[src/hw/rtl/b64d_pkg.sv]
// Shared types, constants and functions of the base64 stream decoder.
// No dependencies; every other RTL file of the decoder but the checker imports this package.
package b64d_pkg;

  localparam logic [7:0] CHAR_PAD = 8'h3d;
  localparam logic [7:0] CHAR_CR  = 8'h0d;
  localparam logic [7:0] CHAR_LF  = 8'h0a;

  // Work handed from the front end to the back end: up to three bytes and
  // the frame-close information.
  typedef struct packed {
    logic [2:0][7:0] bytes;
    logic [1:0]      nbytes;
    logic            last;
    logic            bad;
  } b64d_work_t;

  typedef struct packed {
    logic       valid;
    logic [5:0] value;
  } b64d_sextet_t;

  function automatic b64d_sextet_t sextet_of(input logic [7:0] c);
    b64d_sextet_t r;
    r.valid = 1'b1;
    r.value = 6'd0;
    if (c >= "A" && c <= "Z") begin
      r.value = 6'(c - 8'h41);
    end else if (c >= "a" && c <= "z") begin
      r.value = 6'(c - 8'h61 + 8'd26);
    end else if (c >= "0" && c <= "9") begin
      r.value = 6'(c - 8'h30 + 8'd52);
    end else if (c == "+") begin
      r.value = 6'd62;
    end else if (c == "/") begin
      r.value = 6'd63;
    end else begin
      r.valid = 1'b0;
    end
    return r;
  endfunction

  function automatic logic [2:0][7:0] make_bytes(input logic [5:0] s0, input logic [5:0] s1,
                                                 input logic [5:0] s2, input logic [5:0] s3);
    logic [2:0][7:0] b;
    b[0] = {s0, s1[5:4]};
    b[1] = {s1[3:0], s2[5:2]};
    b[2] = {s2[1:0], s3};
    return b;
  endfunction

endpackage

[src/hw/rtl/b64d_front.sv]
// Front end of the base64 decoder: classifies characters, gathers sextets
// and forms work entries. Depends on b64d_pkg.
module b64d_front (
  input  logic                clk,
  input  logic                rst,
  input  logic                accept,
  input  logic [7:0]          in_char,
  input  logic                in_last,
  output logic                push,
  output b64d_pkg::b64d_work_t push_data
);
  import b64d_pkg::*;

  logic [2:0][5:0] sbuf, sbuf_next;
  logic [1:0]      gcount, gcount_next;
  logic            stopped, stopped_next;
  logic            err, err_next;
  b64d_sextet_t    sx;

  always_comb begin
    sx           = sextet_of(in_char);
    sbuf_next    = sbuf;
    gcount_next  = gcount;
    stopped_next = stopped;
    err_next     = err;
    push_data    = '0;
    if (!stopped) begin
      if (in_char == CHAR_PAD) begin
        stopped_next = 1'b1;
      end else if (in_char == CHAR_CR || in_char == CHAR_LF) begin
        stopped_next = stopped;
      end else if (!sx.valid) begin
        err_next = 1'b1;
      end else if (gcount == 2'd3) begin
        push_data.bytes  = make_bytes(sbuf[0], sbuf[1], sbuf[2], sx.value);
        push_data.nbytes = 2'd3;
        gcount_next      = 2'd0;
      end else begin
        sbuf_next[gcount] = sx.value;
        gcount_next       = gcount + 2'd1;
      end
    end
    if (in_last && push_data.nbytes == 2'd0 && gcount_next >= 2'd2) begin
      push_data.bytes  = make_bytes(sbuf_next[0], sbuf_next[1],
                                    (gcount_next == 2'd3) ? sbuf_next[2] : 6'd0, 6'd0);
      push_data.nbytes = gcount_next - 2'd1;
    end
    push_data.last = in_last;
    push_data.bad  = in_last && err_next;
    push = accept && (in_last || push_data.nbytes != 2'd0);
    if (in_last) begin
      sbuf_next    = '0;
      gcount_next  = 2'd0;
      stopped_next = 1'b0;
      err_next     = 1'b0;
    end
  end

  always_ff @(posedge clk) begin
    if (rst) begin
      sbuf    <= '0;
      gcount  <= 2'd0;
      stopped <= 1'b0;
      err     <= 1'b0;
    end else if (accept) begin
      sbuf    <= sbuf_next;
      gcount  <= gcount_next;
      stopped <= stopped_next;
      err     <= err_next;
    end
  end

endmodule

[src/hw/rtl/b64d_queue.sv]
// Small register queue of work entries between front and back end.
// Depends on b64d_pkg for the entry type.
module b64d_queue #(
  parameter int DEPTH = 4
) (
  input  logic                clk,
  input  logic                rst,
  input  logic                push,
  input  b64d_pkg::b64d_work_t push_data,
  output logic                full,
  input  logic                pop,
  output b64d_pkg::b64d_work_t pop_data,
  output logic                empty
);
  import b64d_pkg::*;

  localparam int PW = $clog2(DEPTH);
  localparam int CW = $clog2(DEPTH + 1);

  b64d_work_t    mem [DEPTH];
  logic [PW-1:0] wr_ptr, rd_ptr;
  logic [CW-1:0] count;

  assign full     = (count == CW'(DEPTH));
  assign empty    = (count == '0);
  assign pop_data = mem[rd_ptr];

  always_ff @(posedge clk) begin
    if (push) begin
      mem[wr_ptr] <= push_data;
    end
  end

  always_ff @(posedge clk) begin
    if (rst) begin
      wr_ptr <= '0;
      rd_ptr <= '0;
      count  <= '0;
    end else begin
      if (push) begin
        wr_ptr <= (wr_ptr == PW'(DEPTH - 1)) ? '0 : wr_ptr + PW'(1);
      end
      if (pop) begin
        rd_ptr <= (rd_ptr == PW'(DEPTH - 1)) ? '0 : rd_ptr + PW'(1);
      end
      if (push && !pop) begin
        count <= count + CW'(1);
      end else if (pop && !push) begin
        count <= count - CW'(1);
      end
    end
  end

endmodule

[src/hw/rtl/b64d_back.sv]
// Back end of the base64 decoder: unrolls work entries into one result per
// transfer behind an output register. Depends on b64d_pkg.
module b64d_back (
  input  logic                clk,
  input  logic                rst,
  input  logic                empty,
  input  b64d_pkg::b64d_work_t head,
  output logic                pop,
  output logic                m_tvalid,
  input  logic                m_tready,
  output logic [7:0]          m_tdata,
  output logic [1:0]          m_tuser,
  output logic                m_tlast
);
  import b64d_pkg::*;

  logic [1:0] idx;
  logic [1:0] nres;
  logic       final_res;
  logic       load;

  assign nres      = (head.nbytes == 2'd0) ? 2'd1 : head.nbytes;
  assign final_res = (idx == nres - 2'd1);
  assign load      = !empty && (!m_tvalid || m_tready);
  assign pop       = load && final_res;

  always_ff @(posedge clk) begin
    if (rst) begin
      m_tvalid <= 1'b0;
      idx      <= 2'd0;
    end else begin
      if (load) begin
        m_tvalid <= 1'b1;
        idx      <= final_res ? 2'd0 : idx + 2'd1;
      end else if (m_tready) begin
        m_tvalid <= 1'b0;
      end
    end
  end

  always_ff @(posedge clk) begin
    if (load) begin
      m_tdata    <= (head.nbytes != 2'd0) ? head.bytes[idx] : 8'd0;
      m_tuser[0] <= (head.nbytes != 2'd0);
      m_tuser[1] <= final_res && head.bad;
      m_tlast    <= final_res && head.last;
    end
  end

endmodule

[src/hw/rtl/base64_stream_decoder.sv]
// Top level of the base64 stream decoder: front end, work queue, back end.
// Depends on b64d_pkg, b64d_front, b64d_queue and b64d_back.
//
// Input channel s_*: one encoded character per transfer in s_tdata, with
// s_tlast on the final character of a frame. CR and LF are skipped, all
// characters from the first '=' to the frame end are ignored, and other
// characters outside the alphabet set a frame error.
// Output channel m_*: one result per transfer. m_tdata carries the byte,
// m_tuser[0] says the byte is valid, m_tuser[1] is the frame error flag on
// the frame's last result, and m_tlast closes the frame. A frame whose last
// character releases no byte ends with a result that has m_tuser[0] low.
// Throughput: one character per cycle while the queue is not full; the results of
// a character that releases three bytes are absorbed by the work queue.
// A taken character's work entry is written into the queue, and its results
// then pass through the output register before they are offered on m_*.
// Reset clears the decode state, the queue and the output valid flag.
// When the receiver stalls, the queue fills and then s_tready drops.
module base64_stream_decoder #(
  parameter int QUEUE_DEPTH = 4
) (
  input  logic       clk,
  input  logic       rst,
  input  logic       s_tvalid,
  output logic       s_tready,
  input  logic [7:0] s_tdata,   // [7:0] in_char
  input  logic       s_tlast,
  output logic       m_tvalid,
  input  logic       m_tready,
  output logic [7:0] m_tdata,   // [7:0] out_byte
  output logic [1:0] m_tuser,   // [0] out_valid, [1] bad_symbol
  output logic       m_tlast
);
  import b64d_pkg::*;

  b64d_work_t push_data, head;
  logic       push, full, pop, empty;

  assign s_tready = !full;

  b64d_front u_front (
    .clk       (clk),
    .rst       (rst),
    .accept    (s_tvalid && s_tready),
    .in_char   (s_tdata),
    .in_last   (s_tlast),
    .push      (push),
    .push_data (push_data)
  );

  b64d_queue #(.DEPTH(QUEUE_DEPTH)) u_queue (
    .clk       (clk),
    .rst       (rst),
    .push      (push),
    .push_data (push_data),
    .full      (full),
    .pop       (pop),
    .pop_data  (head),
    .empty     (empty)
  );

  b64d_back u_back (
    .clk      (clk),
    .rst      (rst),
    .empty    (empty),
    .head     (head),
    .pop      (pop),
    .m_tvalid (m_tvalid),
    .m_tready (m_tready),
    .m_tdata  (m_tdata),
    .m_tuser  (m_tuser),
    .m_tlast  (m_tlast)
  );

endmodule

[config.mk]
export PLATFORM = sky130hd
export DESIGN_NAME = base64_stream_decoder
export DESIGN_NICKNAME = d
export VERILOG_FILES = /design/src/hw/rtl/b64d_pkg.sv /design/src/hw/rtl/b64d_front.sv /design/src/hw/rtl/b64d_queue.sv /design/src/hw/rtl/b64d_back.sv /design/src/hw/rtl/base64_stream_decoder.sv
export SDC_FILE = /design/constraint.sdc
export NUM_CORES = 1
export LEC_CHECK = 0
export BUFFER_PORTS_ARGS = -buffer_cell sky130_fd_sc_hd__buf_2
export CAP_MARGIN = 20
export CORE_MARGIN = 3
export CORE_UTILIZATION = 62
export DETAILED_ROUTE_END_ITERATION = 8
export GPL_TIMING_DRIVEN = 0
export HOLD_SLACK_MARGIN = 0.05
export PLACE_DENSITY = 0.8
export SYNTH_ARGS = -nofsm -noshare
export SYNTH_HDL_FRONTEND = slang
export SYNTH_SLANG_ARGS = --single-unit
[constraint.sdc]
create_clock -name clk -period 3.55 [get_ports clk]
set_input_delay 0.1775 -clock clk [delete_from_list [all_inputs] [get_ports clk]]
set_output_delay 0.1775 -clock clk [all_outputs]
set_load 0.02 [all_outputs]
==> impl_results.md <==
- Status: finished, final reports clean
- Net switching power: 1.63 mW
- Starting Density: 63.9%
- Post-synth ARST share: 0%
- Chip width: 112 um
- Clock root buffer: clkbuf_16
- Logic pwr share: 24.5%
- Finished Layout Cells: between 600 and 700
- Power share of the clock group: 35.4%
- Die Ht: 112 um
- Max Slew Vio Count: 0
- Worst slew pin tran: roughly 1400 ps
- Initial antenna violation count: 0
- # clock sinks: 157
- Yosys warns: 0
- Final Cycle Share: 97.2%
- Most frequent cells after synthesis: 123 x edfxtp_1, 38 x nand2_1, 36 x o2bb2ai_1
- Terminus of the critical flop-to-flop path: u_queue.count[2]
- Dominant cells by area after synthesis: edfxtp_1 53%, dfxtp_1 9.7%, mux4_2 9.0%
- Cells on worst reg2reg path: 12
- Critical Path Start Type: input port
- Critical Path RT: 3770 ps
- Seq cells post-synth: 157
- Vias in the first global route: approximately 4600
- HPWL after DPL: 9.71 mm
- Setup Crit Path Kind: in2reg
- Register-to-register setup slack: 170 ps
- Hold Fails Final Rpt: 0
- Area delta synth->final: 15.8%
- Setup repair after global routing missed its margin: yes
- Leak pwr: about 2.7 nW
- Wire length of the first global-routing pass: 24.6 mm
- Slowest stage delay, CP: 460 ps
- Maxcap violations: 0
- Post-synthesis sequential area ratio: a little over three fifths
- Tot Pwr: approximately 5.6 mW
- Share of cells above drive strength 1: 22.4%
- Max FO, Critical Path: 9
- Synth Flop Type: edfxtp_1
- Clock H-tree levels: 4
- Average size of a mapped cell: 14.4 um^2
- Clock Tree Buf Depth: 2
- Post-Route Utilization: 74.0%
- Minimum clock period: 3450 ps
- Clk slew on worst S/H paths: approximately 60 ps
- FMAX: 0.290 GHz
- RD Place Congestion: 0.925
- Final WS setup: 99.9 ps
- Most common cell in the netlist: edfxtp_1
- Wire per inst: about 23 um
- Net Sw Frac: between 20% and 30%
- Pint: 3.99 mW
- Hold Crit Class: in2reg
- Dpl ws: -434 ps
- # diodes: 0
- TritonCTS clock tree: yes
- Worst-skew pair later-pin latency: approximately 420 ps
- First DRT Iteration DRCs: 460
- Power share of the sequential group: 40.1%
- Largest net degree at the start of global routing: 29
- Maximum vdd ir drop: 513 uV
- Via count: 4592
- TritonRoute pass-1 iters: 5
- DRC: 0
- Hold Path Depth: 2
- Global route overflow: 0
- Core Area: 10900 um^2
- DIE AREA: 12600 um^2
- Post-synth EDFFs: 123
- Row count: 38
- Slew margin rel.: 6.36%
- Final setup viols: 0
- Area share of the leading cell type in the synthesized netlist: 52.9%
- Area leader, netlist: edfxtp_1
- Worst path arrival time: 3670 ps
- Vias per cell: 6.66
- Worst hold start: rst
- Synth cell types: 62
- CP endpoint kind: register
- Post-Syn Nets: 520
- GRT Util Overall: between 20% and 30%
- Post-Syn Area: 6990 um^2
- Crit path cell chain: buf_2 > inv_1 > ha_1 > a21o_1 > o211a_1 > or3_4 > a31oi_4 > nand2_1 > o21ai_0 > ha_1 > nor2_1 > o311ai_4 > o311ai_4 > buf_4 > o31ai_4 > o2bb2ai_2
- Total CTS buffers: 17
- IO Count: 26
- Hold Path End: u_back.idx[1]
- Power Density: 695 nW/um^2
- IO Port Bufs: 24
- Final WL: 16.0 mm
- Post-layout nets: 573
- Mapped Cells: about 480
- Detail Route Antenna Nets: 0
- DP Cell Count: 649
- Skew final: 8.89 ps
- Worst-path cell with the longest stage delay: o31ai_4
## repair_timing
item                                   4_1_cts  5_1_grt
hold buffers                                 2        0
setup buffers                                0        7
gates cloned                                 0        0
pin swaps                                    0        3
endpoints found under the hold margin        5        0
resized for setup                            1       12
setup endpoints to repair                    4       74
## placed cells by master (no fill, tap or decap), drive strengths merged, types with 3 or more instances in the layout
cell | Yosys | final
a21oi | 28 | 28
a31oi | 4 | 4
and2 | 7 | 7
buf | 8 | 38
bufinv | 0 | 5
clkbuf | 9 | 32
clkinv | 1 | 6
dfxtp | 34 | 34
edfxtp | 123 | 123
ha | 22 | 22
inv | 18 | 19
mux4 | 28 | 28
nand2 | 38 | 38
nand2b | 5 | 5
nand3 | 6 | 6
nor2 | 35 | 35
nor2b | 4 | 4
nor3 | 10 | 10
nor3b | 3 | 3
o211ai | 3 | 3
o21a | 4 | 4
o21ai | 11 | 11
o22ai | 3 | 3
o2bb2ai | 36 | 36
o311ai | 4 | 4
o31ai | 3 | 3
or3 | 4 | 4
xor2 | 3 | 3
## stage by stage
step / hold slack (ps) / setup TNS [ps] / area (um^2)
CTS: 291 / 0 / 7970
global route: 369 / -1400 / 8090
finish: 325 / 0 / 8090
global placement: 400 / -63300 / 7280
detailed placement: 406 / -15960 / 7290
floorplan: 276 / 0 / 6990
## how the worst max path moves through the flow
stage / from / end / slack, ps / cells after the start
detailed placement: s_tdata[2] / u_queue.mem[0][15] / -430 / 16
global placement: s_tdata[2] / u_queue.mem[0][1] / -480 / 10
finish: s_tdata[2] / u_queue.mem[1][26] / 100 / 16
CTS: s_tdata[2] / u_queue.mem[2][14] / 40 / 16
floorplan: s_tdata[2] / u_queue.mem[0][12] / 410 / 15
global route: s_tdata[2] / u_queue.mem[1][26] / -90 / 16
## critical path, delay by kind of cell
family,cells,cell delay [ps]
buffers and inverters,3,520
and+or+nand+nor,3,610
AOI/OAI and AO/OA,8,1770
adders and majority gates,2,570
## power groups by stage
stage | sequential [mW] | clock, mW | combinational (mW)
6_report | 2.25 | 1.99 | 1.38
5_1_grt | 2.27 | 2.07 | 1.49
4_1_cts | 2.25 | 1.99 | 1.36
3_5_place_dp | 2.29 | 0 | 1.33
3_3_place_gp | 2.27 | 0 | 1.28
2_1_floorplan | 2.37 | 0 | 0.860
## layout make-up
type                       instances  area [um^2]
timing repair buffer              34          198
inverter                          19         71.3
multi-input combinational        291         2540
fill                             685         2850
clock buffer                      21          460
sequential                       157         4370
tap                              140          175
clock inverter                    11          190
buffer                            17         77.6
## sequential cells by signal, indices dropped and copies added (netlist names), named ones only
register and flops:
u_queue.wr_ptr 2, u_back.m_tlast 1, u_back.m_tuser 2, u_back.idx 2, u_back.m_tvalid 1, u_back.m_tdata 8, u_front.sbuf 18, u_front.stopped 1
u_front.gcount 2, u_queue.rd_ptr 2, u_queue.count 3, u_front.err 1, u_queue.mem 112
## cells by family (layout without fill, tap and decap cells)
family / Yosys count / in the layout / share of synthesized area (%)
compound gates: 113 / 113 / 12.7
xor+xnor: 4 / 4 / 0.502
fa+ha+maj: 23 / 23 / 4.23
buf+inv: 36 / 102 / 2.06
flops: 157 / 157 / 62.6
mux: 30 / 30 / 9.31
simple gates: 121 / 121 / 8.61
## per-layer routing
metal	up-vias	share of wire (%)	track usage, %
met5	-	0	0
met4	0	3.9	13.4
met3	49	6.9	4.69
met2	249	51	42.7
met1	2281	38	32.5
li1	2013	-	-
No activity file was read; power rests on OpenSTA's default activity.
